**src/rtl/tsmv_pkg.sv**
```systemverilog
// Shared types and constants for the triple sample margin voter.
// No dependencies; imported by the lane, merge, top level and checker.
`default_nettype none

package tsmv_pkg;

   // Reading and margin width in bits
   localparam int SAMPLE_W = 14;
   // Sum of three readings
   localparam int SUM_W    = SAMPLE_W + 2;
   // Number of redundant readings
   localparam int NUM_LANES = 3;

   // Divide by three: floor(x * 43691 / 2^17) is exact for x below 2^17
   localparam logic [15:0] RECIP3       = 16'd43691;
   localparam int          RECIP3_SHIFT = 17;
   localparam int          PROD_W       = SUM_W + 16;

   // Margin reset values
   localparam logic [SAMPLE_W-1:0] PRECISE_LIMIT_RST = 14'd400;
   localparam logic [SAMPLE_W-1:0] ACCEPT_LIMIT_RST  = 14'd800;

   // Register indexes (address bit 2)
   localparam logic REG_PRECISE_LIMIT = 1'b0;
   localparam logic REG_ACCEPT_LIMIT  = 1'b1;

   typedef enum logic [1:0] {
      ST_OK         = 2'd0,
      ST_PRECISION  = 2'd1,
      ST_ACCEPTABLE = 2'd2,
      ST_ERROR      = 2'd3
   } vote_status_type;

   // What one lane found about its reading
   typedef struct packed {
      logic precise;     // deviation below low margin
      logic acceptable;  // deviation below high margin
   } lane_flags_type;

endpackage : tsmv_pkg

`default_nettype wire

```
**src/rtl/tsmv_lane.sv**
```systemverilog
// One voting lane: absolute deviation of a reading from the mean and its
// compare against both margins. Depends on tsmv_pkg.
`default_nettype none

module tsmv_lane
   import tsmv_pkg::*;
(
   input  wire logic [SAMPLE_W-1:0] sample,
   input  wire logic [SAMPLE_W-1:0] mean,
   input  wire logic [SAMPLE_W-1:0] precise_limit,
   input  wire logic [SAMPLE_W-1:0] accept_limit,
   output lane_flags_type           flags
);

   logic [SAMPLE_W-1:0] deviation;

   // |sample - mean|
   always_comb begin
      if (sample >= mean) begin
         deviation = sample - mean;
      end else begin
         deviation = mean - sample;
      end
   end

   // strict compares; a zero margin passes nothing
   assign flags.precise    = (deviation < precise_limit);
   assign flags.acceptable = (deviation < accept_limit);

endmodule : tsmv_lane

`default_nettype wire

```
**src/rtl/tsmv_merge.sv**
```systemverilog
// Merging stage: combines the three lanes' flags into the voted value and
// status: the mean, a pair average, one reading or zero. Depends on tsmv_pkg.
`default_nettype none

module tsmv_merge
   import tsmv_pkg::*;
(
   input  wire logic [SAMPLE_W-1:0] sample [NUM_LANES],
   input  wire logic [SAMPLE_W-1:0] mean,
   input  wire lane_flags_type      flags  [NUM_LANES],
   output logic [SAMPLE_W-1:0]      voted_value,
   output vote_status_type          vote_status
);

   logic [SAMPLE_W:0]   sum_bc, sum_ac, sum_ab;
   logic [SAMPLE_W-1:0] avg_bc, avg_ac, avg_ab;
   logic lo0, lo1, lo2, hi0, hi1, hi2;

   // pair averages, truncated
   assign sum_bc = {1'b0, sample[1]} + {1'b0, sample[2]};
   assign sum_ac = {1'b0, sample[0]} + {1'b0, sample[2]};
   assign sum_ab = {1'b0, sample[0]} + {1'b0, sample[1]};
   assign avg_bc = sum_bc[SAMPLE_W:1];
   assign avg_ac = sum_ac[SAMPLE_W:1];
   assign avg_ab = sum_ab[SAMPLE_W:1];

   assign lo0 = flags[0].precise;
   assign lo1 = flags[1].precise;
   assign lo2 = flags[2].precise;
   assign hi0 = flags[0].acceptable;
   assign hi1 = flags[1].acceptable;
   assign hi2 = flags[2].acceptable;

   // priority vote: first matching test wins
   always_comb begin
      if ((mean == '0) || (lo0 && lo1 && lo2)) begin
         voted_value = mean;
         vote_status = ST_OK;
      end else if (hi0 && lo1 && lo2) begin
         voted_value = avg_bc;
         vote_status = ST_PRECISION;
      end else if (lo0 && hi1 && lo2) begin
         voted_value = avg_ac;
         vote_status = ST_PRECISION;
      end else if (lo0 && lo1 && hi2) begin
         voted_value = avg_ab;
         vote_status = ST_PRECISION;
      end else if (hi0 && hi1 && lo2) begin
         voted_value = sample[2];
         vote_status = ST_ACCEPTABLE;
      end else if (hi0 && lo1 && hi2) begin
         voted_value = sample[1];
         vote_status = ST_ACCEPTABLE;
      end else if (lo0 && hi1 && hi2) begin
         voted_value = sample[0];
         vote_status = ST_ACCEPTABLE;
      end else begin
         voted_value = '0;
         vote_status = ST_ERROR;
      end
   end

endmodule : tsmv_merge

`default_nettype wire

```
**src/rtl/triple_sample_margin_voter.sv**
```systemverilog
// Triple sample margin voter, top level: margin registers, four-stage pipeline.
// Items pass through the registered stages in order: sum, divide-by-3 multiply,
// three parallel deviation lanes, merge into the output register; rsp_valid
// rises when an item reaches the output register. Throughput: one item per
// cycle while rsp_stall does not hold the full pipeline (then req_stall rises).
// Reset (synchronous): pipeline emptied, margins back to 400 and 800.
`default_nettype none

module triple_sample_margin_voter
   import tsmv_pkg::*;
(
   input  wire logic                clock,
   input  wire logic                reset,
   // input channel
   input  wire logic                req_valid,
   output logic                     req_stall,
   input  wire logic [SAMPLE_W-1:0] req_sample_a,
   input  wire logic [SAMPLE_W-1:0] req_sample_b,
   input  wire logic [SAMPLE_W-1:0] req_sample_c,
   // result channel
   output logic                     rsp_valid,
   input  wire logic                rsp_stall,
   output logic [SAMPLE_W-1:0]      rsp_voted_value,
   output logic [1:0]               rsp_vote_status,
   // configuration port
   input  wire logic                csr_psel,
   input  wire logic                csr_penable,
   input  wire logic                csr_pwrite,
   input  wire logic [2:0]          csr_paddr,
   input  wire logic [31:0]         csr_pwdata,
   output logic [31:0]              csr_prdata,
   output logic                     csr_pready
);

   // ---------------- configuration registers ----------------
   logic [SAMPLE_W-1:0] precise_limit_ff, accept_limit_ff;
   logic                csr_wr;

   assign csr_pready = 1'b1;
   assign csr_wr     = csr_psel && csr_penable && csr_pwrite;

   always_ff @(posedge clock) begin
      if (reset) begin
         precise_limit_ff <= PRECISE_LIMIT_RST;
         accept_limit_ff  <= ACCEPT_LIMIT_RST;
      end else if (csr_wr) begin
         if (csr_paddr[2] == REG_PRECISE_LIMIT) begin
            precise_limit_ff <= csr_pwdata[SAMPLE_W-1:0];
         end else begin
            accept_limit_ff <= csr_pwdata[SAMPLE_W-1:0];
         end
      end
   end

   // readback
   always_comb begin
      csr_prdata = '0;
      if (csr_paddr[2] == REG_PRECISE_LIMIT) begin
         csr_prdata[SAMPLE_W-1:0] = precise_limit_ff;
      end else begin
         csr_prdata[SAMPLE_W-1:0] = accept_limit_ff;
      end
   end

   // ---------------- pipeline flow control ----------------
   logic s1_valid_ff, s2_valid_ff, s3_valid_ff, s4_valid_ff;
   logic s1_adv, s2_adv, s3_adv, s4_adv;   // stage takes a new item
   logic s4_rdy, s3_rdy, s2_rdy, s1_rdy;

   assign s4_rdy = !s4_valid_ff || !rsp_stall;
   assign s3_rdy = !s3_valid_ff || s4_rdy;
   assign s2_rdy = !s2_valid_ff || s3_rdy;
   assign s1_rdy = !s1_valid_ff || s2_rdy;

   assign req_stall = !s1_rdy;
   assign s1_adv    = s1_rdy;
   assign s2_adv    = s2_rdy;
   assign s3_adv    = s3_rdy;
   assign s4_adv    = s4_rdy;

   always_ff @(posedge clock) begin
      if (reset) begin
         s1_valid_ff <= 1'b0;
         s2_valid_ff <= 1'b0;
         s3_valid_ff <= 1'b0;
         s4_valid_ff <= 1'b0;
      end else begin
         if (s1_adv) s1_valid_ff <= req_valid;
         if (s2_adv) s2_valid_ff <= s1_valid_ff;
         if (s3_adv) s3_valid_ff <= s2_valid_ff;
         if (s4_adv) s4_valid_ff <= s3_valid_ff;
      end
   end

   // ---------------- stage 1: sum ----------------
   logic [SAMPLE_W-1:0] s1_sample_ff [NUM_LANES];
   logic [SUM_W-1:0]    s1_sum_ff, s1_sum_in;

   assign s1_sum_in = SUM_W'(req_sample_a) + SUM_W'(req_sample_b) + SUM_W'(req_sample_c);

   always_ff @(posedge clock) begin
      if (s1_adv) begin
         s1_sample_ff[0] <= req_sample_a;
         s1_sample_ff[1] <= req_sample_b;
         s1_sample_ff[2] <= req_sample_c;
         s1_sum_ff       <= s1_sum_in;
      end
   end

   // ---------------- stage 2: mean = sum / 3 ----------------
   logic [SAMPLE_W-1:0] s2_sample_ff [NUM_LANES];
   logic [SAMPLE_W-1:0] s2_mean_ff, s2_mean_in;
   logic [PROD_W-1:0]   s2_prod;

   assign s2_prod    = PROD_W'(s1_sum_ff) * PROD_W'(RECIP3);
   assign s2_mean_in = s2_prod[RECIP3_SHIFT +: SAMPLE_W];

   always_ff @(posedge clock) begin
      if (s2_adv) begin
         s2_sample_ff <= s1_sample_ff;
         s2_mean_ff   <= s2_mean_in;
      end
   end

   // ---------------- stage 3: deviation lanes ----------------
   logic [SAMPLE_W-1:0] s3_sample_ff [NUM_LANES];
   logic [SAMPLE_W-1:0] s3_mean_ff;
   lane_flags_type      s3_flags_ff [NUM_LANES];
   lane_flags_type      s3_flags_in [NUM_LANES];

   for (genvar g = 0; g < NUM_LANES; g++) begin : g_lane
      tsmv_lane u_lane (
         .sample        (s2_sample_ff[g]),
         .mean          (s2_mean_ff),
         .precise_limit (precise_limit_ff),
         .accept_limit  (accept_limit_ff),
         .flags         (s3_flags_in[g])
      );
   end

   always_ff @(posedge clock) begin
      if (s3_adv) begin
         s3_sample_ff <= s2_sample_ff;
         s3_mean_ff   <= s2_mean_ff;
         s3_flags_ff  <= s3_flags_in;
      end
   end

   // ---------------- stage 4: merge into output register ----------------
   logic [SAMPLE_W-1:0] s4_value_ff, s4_value_in;
   vote_status_type     s4_status_ff, s4_status_in;

   tsmv_merge u_merge (
      .sample      (s3_sample_ff),
      .mean        (s3_mean_ff),
      .flags       (s3_flags_ff),
      .voted_value (s4_value_in),
      .vote_status (s4_status_in)
   );

   always_ff @(posedge clock) begin
      if (s4_adv) begin
         s4_value_ff  <= s4_value_in;
         s4_status_ff <= s4_status_in;
      end
   end

   assign rsp_valid       = s4_valid_ff;
   assign rsp_voted_value = s4_value_ff;
   assign rsp_vote_status = s4_status_ff;

endmodule : triple_sample_margin_voter

`default_nettype wire

```
**config.mk**
```make
export PLATFORM = sky130hd
export DESIGN_NAME = triple_sample_margin_voter
export DESIGN_NICKNAME = d
export VERILOG_FILES = /design/src/rtl/tsmv_pkg.sv /design/src/rtl/tsmv_lane.sv /design/src/rtl/tsmv_merge.sv /design/src/rtl/triple_sample_margin_voter.sv
export SDC_FILE = /design/constraint.sdc
export NUM_CORES = 1
export LEC_CHECK = 0
export BUFFER_PORTS_ARGS = -buffer_cell sky130_fd_sc_hd__buf_2
export CORE_ASPECT_RATIO = 1.5
export CORE_MARGIN = 1
export CORE_UTILIZATION = 63
export CTS_CLUSTER_DIAMETER = 120
export DETAILED_ROUTE_END_ITERATION = 7
export GPL_TIMING_DRIVEN = 0
export PLACE_DENSITY = 0.82
export SYNTH_ARGS = -nofsm -noshare
export SYNTH_HDL_FRONTEND = slang
export SYNTH_SLANG_ARGS = --single-unit
export TNS_END_PERCENT = 100
```
**constraint.sdc**
```tcl
create_clock -name clock -period 8.04 [get_ports clock]
set_clock_uncertainty 0.15 [all_clocks]
set_input_delay 0.804 -clock clock [delete_from_list [all_inputs] [get_ports clock]]
set_output_delay 0.804 -clock clock [all_outputs]
set_load 0.02 [all_outputs]
```
==> impl_metrics.ini, run 1 <==
[timing]
max_freq_mhz = 151
setup_tns_ps = 0
rsz0062_at_grt = false
slew_violations = 0
tightest_slew_ps = 913
post-route-period-util_pct = 82.5
final-hold-violation-count = 0
slew_headroom_pct = 39.1
layout_min_cycle_time_ps = 6630
setup_violations = 0

[min_path]
hp-class = reg2reg
worstHoldStart = s1_sample_ff[19]
holdPathEnd = s2_sample_ff[19]
min_path_cells = 0

[grt]
antenna_found_initial = 0
grt_pass1_wl_um = 84500
gr-total-overflow = 0
grt_pass1_vias = 16600
grt_max_degree = 61
grt_use_total_pct = 34.0

[clock_tree]
cts.repair.resized = 0
cts_buffers = 21
cts_max_level = 1
hold_buffers = 0
worstSkewPairLatency_ps = 520
clock_path_buffers = 3
clkTransAtPathRegs_ps = 70
cts_tree = done
cts.sink_count = 224
root_buffer = clkbuf_16
postCtsSetupRepairBufs = 0

[logic_synthesis]
synth_edf_count = 192
async_flop_share_pct = 0
syn_area_per_cell_um2 = 10.0
syn_area_mm2 = 0.0203
ys.flop_type = edfxtp_1
synth_cell_types = 80
yosysWarnings = 0
synth_common_cells = ha_1, inv_1, edfxtp_1, a21oi_1, nand2_1
yosys.area.top_type = edfxtp_1
ys_seq_area_share_pct = 31.6
synthMostInstantiatedCell = ha_1
ys_top_cells_by_area = edfxtp_1, ha_1, fa_1, inv_1, a21oi_1
ys_seq_elements = 224
netlist_instances = 2023
synthDominantCellAreaShare_pct = 28.4

[detailed_routing]
postRouteAntennaNets = 0
drc_errors = 0
via_per_inst = 6.05
vias = 15600
drt-pass1-iter-count = 5
drtIter0Drc = 660
routed_wl_um = 54600
wire_per_inst_um = 21.1

[cells_and_area]
syn2layout_area_growth_pct = 8.47
nFillCells = 2438
final_nets = 2681
drive_above_1_share_pct = 8.89

[worst_setup_path]
required_ps = 8150
r2r_start = s1_sum_ff[1]
crit_fanout = 7
rr_worst_depth = 18
rr_endpoint = s2_mean_ff[13]
endpoint_kind = register
ff2ff_setup_slack_ps = 1410
startpoint_type = register
max_stage_delay_ps = 590
path_cells = ha_1, xor2_1, ha_1, inv_1, fa_1, inv_1, fa_1, fa_1, fa_1, ha_1, nand4_1, a2111oi_0, a21oi_1, nand4b_1, a21oi_1, o41a_1, and4_1, nor3_1
critPathKind = reg2reg
worstPathArrival_ps = 6740
crit_top_cell = fa_1
crit_path_top_delay_cell = a2111oi_0

[floorplanning]
die_y_um = 222
dieArea_mm2 = 0.0330
die_w_um = 149
core_mm2 = 0.0317
rows = 80
io_pins = 135
start_util_pct = 64.0

[placed_design]
place_congestion = 1.04
hpwl_um = 46000
portBuffers = 95

[run_status]
status = complete, no violations

[flow_run]
maxCapViolCount = 0
-- layout by cell type (no fill, tap or decap), drive strengths merged, types with 19 or more instances in the layout --
cell / count
conb: 19
o21ai: 100
fa: 100
nand3: 22
buf: 128
a21oi: 135
xor2: 34
nand2b: 23
dfxtp: 32
clkbuf: 66
a211oi: 27
ha: 337
nor2: 93
nor3: 37
edfxtp: 192
nand2: 128
a21o: 60
inv: 282
o21a: 32
nor2b: 24
xnor2: 61
-- registers in the layout, indices dropped and copies added (netlist names) --
register and cells:
s1_sum_ff 16, s2_sample_ff 42, accept_limit_ff 14, s2_valid_ff 1, s3_flags_ff 6, s2_mean_ff 14
rsp_voted_value 14, precise_limit_ff 14, s3_mean_ff 14, s1_sample_ff 42, rsp_vote_status 2, s3_sample_ff 42
rsp_valid 1, s3_valid_ff 1, s1_valid_ff 1
-- cell type report --
class / count / area, um2 / share of cell area (%)
tap: 410 / 513 / 2.33
inverter: 279 / 1050 / 4.76
clock buffer: 23 / 533 / 2.42
antenna: 1 / 2.50 / 0.0114
buffer: 74 / 377 / 1.71
clock inverter: 11 / 76.3 / 0.347
timing repair buffer: 97 / 515 / 2.34
sequential: 224 / 6410 / 29.1
multi-input combinational: 1463 / 12600 / 57.0
-- per-layer routing --
metal | part of all wire (%) | vias up | track usage (%)
met2 | 53 | 561 | 62.9
met3 | 4.2 | 258 | 3.48
met4 | 9.8 | 0 | 31.0
li1 | - | 7391 | -
met5 | 0 | - | 0
met1 | 33 | 7411 | 32.3
-- worst max-delay path, delay by kind of cell (launching register included) --
kind	cells	cell delay (ps)
AOI/OAI and AO/OA	4	1460
buffers and inverters	2	160
adders and majority gates	7	2850
and+or+nand+nor	4	830
xor gates and xnor gates	1	360
DFF	1	540
-- through the flow --
step	hold WS [ps]	util (%)	setup slack (ps)	instances	cell area, um2
after floorplan	250	-	2470	2040	20400
after global placement	251	67.3	1720	2545	21400
after detailed placement	255	67.5	1540	2547	21400
after CTS	258	69.4	1480	2581	22000
after global routing	263	69.4	1290	2581	22000
final	259	69.4	1410	2582	22000
-- cells by family (layout without fill, tap and decap cells) --
family                   Yosys count  in the layout  synth area share (%)
AO/OA/AOI/OAI                    492            492                  16.1
XOR/XNOR                          95             95                  4.10
adder cells (fa/ha/maj)          437            437                  30.6
buffers and inverters            353            484                  7.01
flip-flops                       224            224                  31.6
multiplexers                      23             23                  1.22
other                              2             20                0.0370
AND/OR/NAND/NOR                  397            397                  9.37
-- how the worst max path moves through the flow --
stage,to,slack [ps],from,cells after the start
2_1_floorplan,s2_mean_ff[13],2470,s1_sum_ff[10],20
3_3_place_gp,s2_mean_ff[13],1720,s1_sum_ff[1],19
3_5_place_dp,s2_mean_ff[13],1540,s1_sum_ff[1],18
4_1_cts,s2_mean_ff[13],1480,s1_sum_ff[1],18
5_1_grt,s2_mean_ff[13],1290,s1_sum_ff[1],18
6_report,s2_mean_ff[13],1410,s1_sum_ff[1],18
Power of run 1 is left out: the tool's default activity adds up to more than one toggle a clock period on the data nets, which glitch-free logic cannot reach.
==> run 2, diff against run 1 <==
--- a/config.mk
+++ b/config.mk
@@ -8,11 +8,11 @@
 export BUFFER_PORTS_ARGS = -buffer_cell sky130_fd_sc_hd__buf_2
 export CORE_ASPECT_RATIO = 1.5
 export CORE_MARGIN = 1
-export CORE_UTILIZATION = 63
+export CORE_UTILIZATION = 57
 export CTS_CLUSTER_DIAMETER = 120
 export DETAILED_ROUTE_END_ITERATION = 7
 export GPL_TIMING_DRIVEN = 0
-export PLACE_DENSITY = 0.82
+export PLACE_DENSITY = 0.79
 export SYNTH_ARGS = -nofsm -noshare
 export SYNTH_HDL_FRONTEND = slang
 export SYNTH_SLANG_ARGS = --single-unit
==> constraint.sdc (replaced) <==
create_clock -name clock -period 5.65 [get_ports clock]
set_clock_uncertainty 0.15 [all_clocks]
set_input_delay 0.565 -clock clock [delete_from_list [all_inputs] [get_ports clock]]
set_output_delay 0.565 -clock clock [all_outputs]
set_load 0.02 [all_outputs]
==> impl_metrics.ini, run 2 (synthesized netlist as in run 1, its figures left out) <==
[grt]
grt_max_degree = 60
grt_pass1_vias = 17100
grt_pass1_wl_um = 90000
gr-total-overflow = 0
antenna_found_initial = 3
grt_use_total_pct = 32.7

[cells_and_area]
drive_above_1_share_pct = 13.6
layout_common_cells = ha_1, inv_1, edfxtp_1, a21oi_1, nand2_1
top_regs = s1_sample_ff x42, s2_sample_ff x42, s3_sample_ff x42
final_common_cell = ha_1
final_nets = 2734
syn2layout_area_growth_pct = 13.8
final_area_mm2 = 0.0231

[floorplanning]
die_y_um = 233
die_w_um = 156
dieArea_mm2 = 0.0364
start_util_pct = 57.8
io_pins = 135
rows = 84
core_mm2 = 0.0351

[worst_setup_path]
startpoint_type = register
critPathKind = reg2reg
rr_endpoint = s2_mean_ff[11]
required_ps = 5770
critical_path_cell_count = 19
ff2ff_setup_slack_ps = -320
r2r_start = s1_sum_ff[1]
crit_path_top_delay_cell = fa_1
path_cells = buf_4, ha_1, xor2_1, ha_1, nor2_1, fa_1, inv_1, fa_1, fa_1, fa_1, ha_2, a21o_1, a21oi_1, nor2b_1, a311oi_2, a21oi_2, o41a_1, buf_4, xor2_1
critPathBufInv = 3
crit_start = s1_sum_ff[1]
crit_fanout = 6
cp_top_family = adder cells
crit_path_end = s2_mean_ff[11]
crit_top_cell = fa_1
endpoint_kind = register
rr_worst_depth = 19
worstPathArrival_ps = 6090
max_stage_delay_ps = 520

[detailed_routing]
vias = 16200
routed_wl_um = 58900
drtIter0Drc = 1127
drt-pass1-iter-count = 7
drc_errors = 0
wire_per_inst_um = 21.8
via_per_inst = 5.98
postRouteAntennaNets = 0

[run_status]
violations = setup timing
status = finished with violations

[clock_tree]
cts_tree = done
cts_max_level = 1
clkTransAtPathRegs_ps = 60
clock_path_buffers = 3
hold_buffers = 0
root_buffer = clkbuf_16
cts_buffers = 23
cts.sink_count = 224
worstSkewPairLatency_ps = 540

[placed_design]
portBuffers = 95
dp_slack_ps = -1110
dpl-instance-area_mm2 = 0.0215
place_congestion = 1.03
hpwl_um = 46300

[timing]
fin_ws_ps = -317
max_freq_mhz = 168
final-hold-violation-count = 0
slew_headroom_pct = 47.2
setup_violations = 9
setup_tns_ps = -1300
rsz0062_at_grt = true
slew_violations = 0
tightest_slew_ps = 791
layout_min_cycle_time_ps = 5970
post-route-period-util_pct = 106

[flow_run]
maxCapViolCount = 0

[min_path]
hp-class = in2reg
==> run 2: final cells by class <==
cell class / count / area, um2
antenna: 3 / 7.51
buffer: 74 / 379
clock buffer: 26 / 618
clock inverter: 16 / 160
fill: 2733 / 12000
inverter: 279 / 1050
multi-input combinational: 1463 / 12900
sequential: 224 / 6410
tap: 473 / 592
timing repair buffer: 148 / 937
==> run 2: through the flow <==
step / cells / hold slack, ps / utilization (%)
after floorplan: 2040 / 250 / -
after global placement: 2608 / 251 / 61.1
after detailed placement: 2611 / 255 / 61.3
after CTS: 2683 / 68.8 / 65.0
after global routing: 2706 / 66.1 / 65.8
final: 2706 / 79.0 / 65.8
==> run 2: worst min-delay path by stage <==
| stage | cells after the start | from | endpoint | slack [ps] |
|---|---|---|---|---|
| 6_report | 1 | req_sample_b[0] | s1_sample_ff[14] | 80 |
| 5_1_grt | 1 | req_sample_b[0] | s1_sample_ff[14] | 70 |
| 4_1_cts | 1 | req_sample_b[0] | s1_sample_ff[14] | 70 |
| 3_5_place_dp | 0 | s1_sample_ff[12] | s2_sample_ff[12] | 250 |
| 3_3_place_gp | 0 | s1_sample_ff[1] | s2_sample_ff[1] | 250 |
| 2_1_floorplan | 0 | s1_sample_ff[0] | s2_sample_ff[0] | 250 |
==> run 2: layer usage <==
layer	vias to the layer above	routed length, um	global-route usage [%]
met1	7686	19600	31.4
li1	7513	-	-
met2	653	30600	60.6
met3	318	2910	4.17
met5	-	0	0
met4	0	5740	28.6
==> run 2: what timing repair did <==
item | 4_1_cts | 5_1_grt
gates resized for setup | 43 | 27
setup buffers | 30 | 20
gates cloned | 0 | 0
setup endpoints to repair | 14 | 12
pin swaps | 17 | 10
Power of run 2 is left out for the same reason.
